### src/sv/text_console_writer_unit_assert.svh
// Assertion macros for the text console writer.
// Each macro checks a property sampled on the rising edge of the given clock,
// held off while the active-low reset is asserted.
`ifndef TEXT_CONSOLE_WRITER_UNIT_ASSERT_SVH
`define TEXT_CONSOLE_WRITER_UNIT_ASSERT_SVH

`ifndef SYNTH

// Same-cycle implication: when ante holds, cons must hold in that cycle.
`define TCW_ASSERT_IMP(lbl, clk, rstn, ante, cons) \
  lbl: assert property (@(posedge clk) disable iff (!rstn) (ante) |-> (cons)) \
    else $error("text_console_writer_unit: same-cycle check failed");

// Next-cycle implication: when ante holds, cons must hold in the next cycle.
`define TCW_ASSERT_NXT(lbl, clk, rstn, ante, cons) \
  lbl: assert property (@(posedge clk) disable iff (!rstn) (ante) |=> (cons)) \
    else $error("text_console_writer_unit: next-cycle check failed");

`else

`define TCW_ASSERT_IMP(lbl, clk, rstn, ante, cons)
`define TCW_ASSERT_NXT(lbl, clk, rstn, ante, cons)

`endif

`endif

### src/sv/tcw_pkg.sv
package tcw_pkg;

  // Fixed field widths of the transaction payloads
  localparam int OP_W   = 2;
  localparam int CH_W   = 8;
  localparam int ROW_W  = 5;
  localparam int COL_W  = 7;
  localparam int CELL_W = 16;
  localparam int CLR_W  = 4;

  // Newline character for put-at-cursor
  localparam logic [CH_W-1:0] NEWLINE_CH = 8'd10;

  // Operation codes
  typedef enum logic [OP_W-1:0] {
    OP_PUT    = 2'd0,
    OP_PUT_AT = 2'd1,
    OP_CLEAR  = 2'd2,
    OP_READ   = 2'd3
  } op_t;

  // Configuration register indexes
  typedef enum logic [0:0] {
    CFG_FG = 1'b0,
    CFG_BG = 1'b1
  } cfg_idx_t;

  // Sequencer states
  typedef enum logic [2:0] {
    ST_INIT,
    ST_IDLE,
    ST_EXEC,
    ST_READ,
    ST_SCROLL,
    ST_ZROW,
    ST_CLEAR,
    ST_FIN
  } state_t;

endpackage

### src/sv/tcw_addr_unit.sv
module tcw_addr_unit
  import tcw_pkg::*;
#(
  parameter int COLS = 80,
  parameter int RW   = 5,
  parameter int CW   = 7,
  parameter int AW   = 11
) (
  input  logic [RW-1:0] row_i,
  input  logic [CW-1:0] col_i,
  output logic [AW-1:0] addr_o
);

  localparam logic [AW-1:0] COLS_A = AW'(COLS);

  // Linear cell address: row * COLS + col
  logic [AW-1:0] prod;

  assign prod   = AW'(AW'(row_i) * COLS_A);
  assign addr_o = AW'(prod + AW'(col_i));

endmodule

### config.mk
export PLATFORM = sky130hd
export DESIGN_NAME = tcw_addr_unit
export DESIGN_NICKNAME = d
export VERILOG_FILES = /design/src/sv/text_console_writer_unit_assert.svh /design/src/sv/tcw_pkg.sv /design/src/sv/tcw_addr_unit.sv
export SDC_FILE = /design/constraint.sdc
export NUM_CORES = 1
export LEC_CHECK = 0
export BUFFER_PORTS_ARGS = -buffer_cell sky130_fd_sc_hd__buf_4
export CAP_MARGIN = 20
export CORE_AREA = 8 8 45 47
export DETAILED_ROUTE_END_ITERATION = 8
export DIE_AREA = 0 0 53 55
export PLACE_DENSITY = 0.58
export RECOVER_POWER = 50
export SETUP_SLACK_MARGIN = 0.4
export SLEW_MARGIN = 30
export SYNTH_ARGS = -nofsm -noshare
export SYNTH_HDL_FRONTEND = slang
export SYNTH_SLANG_ARGS = --single-unit
### constraint.sdc
create_clock -name vclk -period 6.8
set_input_delay 1.36 -clock vclk [all_inputs]
set_output_delay 1.36 -clock vclk [all_outputs]
set_load 0.02 [all_outputs]
======== After elaboration in Yosys (flattened, before gate mapping) ========
Cells that the tools add are included.
cells by class
  add/subtract/negate cells ............... 1
  multipliers ............................. 1
operators by type and width
  operator                                                             count
  11-bit by 7-bit adder with 11-bit output                             1
  5-bit by 3-bit multiplier with 7-bit output (second input constant)  1
word-level totals
  word-level logic and storage cells ...... 2
  flip-flop bits (word level) ............. 0
  output and inout bits ................... 11

======== Longest topological paths before layout ========
  depth in word-level cells ............... 2
  depth in mapped cells ................... 7
  gate-level depth less buffers ........... 7

======== Least setup slack after synthesis ========
No wires, ideal clock.
  path kind ............................... in2out
  start point ............................. input row_i[1]
  end point ............................... output addr_o[10]
  stages .................................. 7
  data arrival time ....................... 3075 ps
  buffers on the path ..................... 0
  required time ........................... 5440 ps
  path slack .............................. 2365 ps
  cells stage by stage .................... ha_1 ha_1 fa_1 xor2_1 nand4_1 xnor2_1 xnor2_1
between the ends
  longest elaborated chain between the ends .. 2
RTL lines
  element                                      line                 text
  start: declaration                           tcw_addr_unit.sv:9   input logic [RW-1:0] row_i,
  5-bit by 3-bit multiplier with 7-bit output  tcw_addr_unit.sv:19  assign prod = AW'(AW'(row_i) * COLS_A);
  11-bit by 7-bit adder with 11-bit output     tcw_addr_unit.sv:20  assign addr_o = AW'(prod + AW'(col_i));
  end: declaration                             tcw_addr_unit.sv:11  output logic [AW-1:0] addr_o
No other way between the ends.

======== Worst setup path after layout ========
Ends and elaborated chain as after synthesis.

==> metrics.md <==
| Metric | Value |
|---|---|
| Outcome | `completed` |
| Utilization after layout | `28.4%` |
| Syn_nets | `54` |
| P_leak | `0.217 nW` |
| Die X | `53 um` |
| Row count | `14` |
| Final nets | `67` |
| Io pins | `23` |
| DP Worst Slack | `2.20 ns` |
| Worst path cell trace | `buf_4 -> ha_1 -> ha_1 -> fa_1 -> xor2_1 -> nand4_1 -> xnor2_1 -> xnor2_1 -> buf_4` |
| Area of the multi-input gates | `264 um2` |
| Hold EP | `addr_o[0]` |
| CP Launch Type | `input pin` |
| Hold Path Depth | `0` |
| Combinational fraction of design power | `100.0%` |
| Hold Violations, Final | `0` |
| DRC Markers | `0` |
| Critical path endpoint category | `output port` |
| Slew @ Worst Pin | `0.250 ns` |
| Fillers | `157` |
| Crit path buffers/inverters | `2` |
| WP depth | `9` |
| Met2 Wirelength | `298 um` |
| Crit path DAT | `3.25 ns` |
| Hold Crit Class | `in2out` |
| Yosys top cell area share | `38.3%` |
| Vias/cell | `4.07` |
| Max Cap Viol | `0` |
| Final setup margin | `2.19 ns` |
| Net Sw Power | `0.0000306 W` |
| HP Start | `col_i[0]` |
| Clk_buf instances | `0` |
| Slowest-stage cell, CP | `fa_1` |
| I/O Buffers | `15` |
| Worst-path fanout max | `3` |
| Final worst path period need | `4.61 ns` |
| N_diodes | `0` |
| Met3 Wirelength | `38 um` |
| DRT Wirelength | `596 um` |
| Critical Path Max Stage Delay | `0.38 ns` |
| Cell family contributing the most delay on the critical path | `adder cells` |
| WS Path Type | `in2out` |
| Initial core utilization | `21.2%` |
| Sequential share of power | `0%` |
| Commonest non-fill, non-tap cells in the layout | `14 x buf_4, 9 x ha_1, 4 x xnor2_1` |
| Syn. warnings | `0` |
| GR Util All Layers | `3.88%` |
| TritonRoute pass-1 iters | `2` |
| Uppermost layer routed | `met3` |
| Clock share of power | `0%` |
| Layout cells sized above 1 | `33.3%` |
| Floorplan core area | `1380 um2` |
| Layout Area Growth over Synthesis | `33.6%` |
| Synthesized cell area | `294 um2` |
| Via count | `236` |
| CTS hold repair buffers | `0` |
| Setup violations, final | `0` |
| Sw Ratio | `53.4%` |
| Worst path required time | `5.44 ns` |
| RSZ-0062 raised after global routing | `no` |
| Commonest non-fill, non-tap cell in the layout | `buf_4` |
| Routed Antenna Nets | `0` |
| Total gr overflow | `0` |
| FF+latch count | `0` |
| Cells after synthesis | `31` |
| Final Max Slew Viols | `0` |
| Cell taking the most area after synthesis | `ha_1` |
| WL/cell | `10.3 um` |
| Crit share post-route | `67.7%` |
| Pint | `0.0000267 W` |
| Reg area | `0 um2` |
| Largest net degree at the start of global routing | `5` |
| Post-synthesis sequential area ratio | `0%` |
| CTS resizes | `0` |
| Met1 Routed Length | `259 um` |
| Fin Setup TNS | `0 ns` |
| FMAX | `217 MHz` |
| Syn_area_per_cell | `9.48 um2` |
| Synth top area cells | `ha_1 38%, fa_1 14%, xnor2_1 12%` |
| First-pass GRT wire length | `945 um` |
| First DRT Iteration DRCs | `4` |
| Initial antenna violation count | `0` |
| Netlist cell types | `10` |
| Gpl congestion | `0.637` |
| Die Area | `2920 um2` |
| Die height | `55 um` |
| Number of global-route vias before repair | `257` |
| Worst vdd ir | `0.0000725 V` |
| Setup Fix Bufs, Post-CTS | `0` |
| Power per cell area | `146 nW/um2` |
| Max_slew headroom | `83.4%` |
routing by layer:
metal	GRT usage [%]	up-vias
li1	-	127
met1	4.55	103
met2	7.23	6
met3	1.07	0
met4	0	0
met5	0	-
power groups by stage:
stage                     clock [W]  sequential, W  combinational, W
after floorplan                   0              0         0.0000395
final                             0              0         0.0000573
after global placement            0              0         0.0000582
after detailed placement          0              0         0.0000582
after global routing              0              0         0.0000628
after CTS                         0              0         0.0000588
area by class of cell:
class	count	share of cell area (%)
tap	16	5.10
multi-input combinational	27	67.2
timing repair buffer	15	27.7
stage by stage:
stage / power [W] / std cells / hold slack, ns / cell area [um2]
6_report: 0.0000573 / 58 / 2.72 / 393
5_1_grt: 0.0000628 / 58 / 2.72 / 393
4_1_cts: 0.0000588 / 58 / 2.72 / 397
3_5_place_dp: 0.0000582 / 58 / 2.72 / 397
3_3_place_gp: 0.0000582 / 58 / 2.72 / 397
2_1_floorplan: 0.0000395 / 31 / 2.83 / 294
worst max-delay path by stage:
stage	end	slack, ns	start
5_1_grt	addr_o[10]	2.08	row_i[1]
2_1_floorplan	addr_o[10]	2.37	row_i[1]
3_3_place_gp	addr_o[10]	2.21	row_i[1]
3_5_place_dp	addr_o[10]	2.20	row_i[1]
4_1_cts	addr_o[10]	2.19	row_i[1]
6_report	addr_o[10]	2.19	row_i[1]
synthesized netlist by cell type:
library cell,instances
xor2_1,3
ha_1,9
nor2_1,1
fa_1,2
buf_4,4
nand2_1,2
xnor2_1,4
a21o_1,3
nand4_1,1
a21oi_1,2
cell families after synthesis:
group	synth area share, %
adder cells (fa/ha/maj)	51.9
XOR/XNOR	20.9
AO/OA/AOI/OAI	11.1
AND/OR/NAND/NOR	5.96
buffers and inverters	10.2
Power figures use the tool's default switching activity.
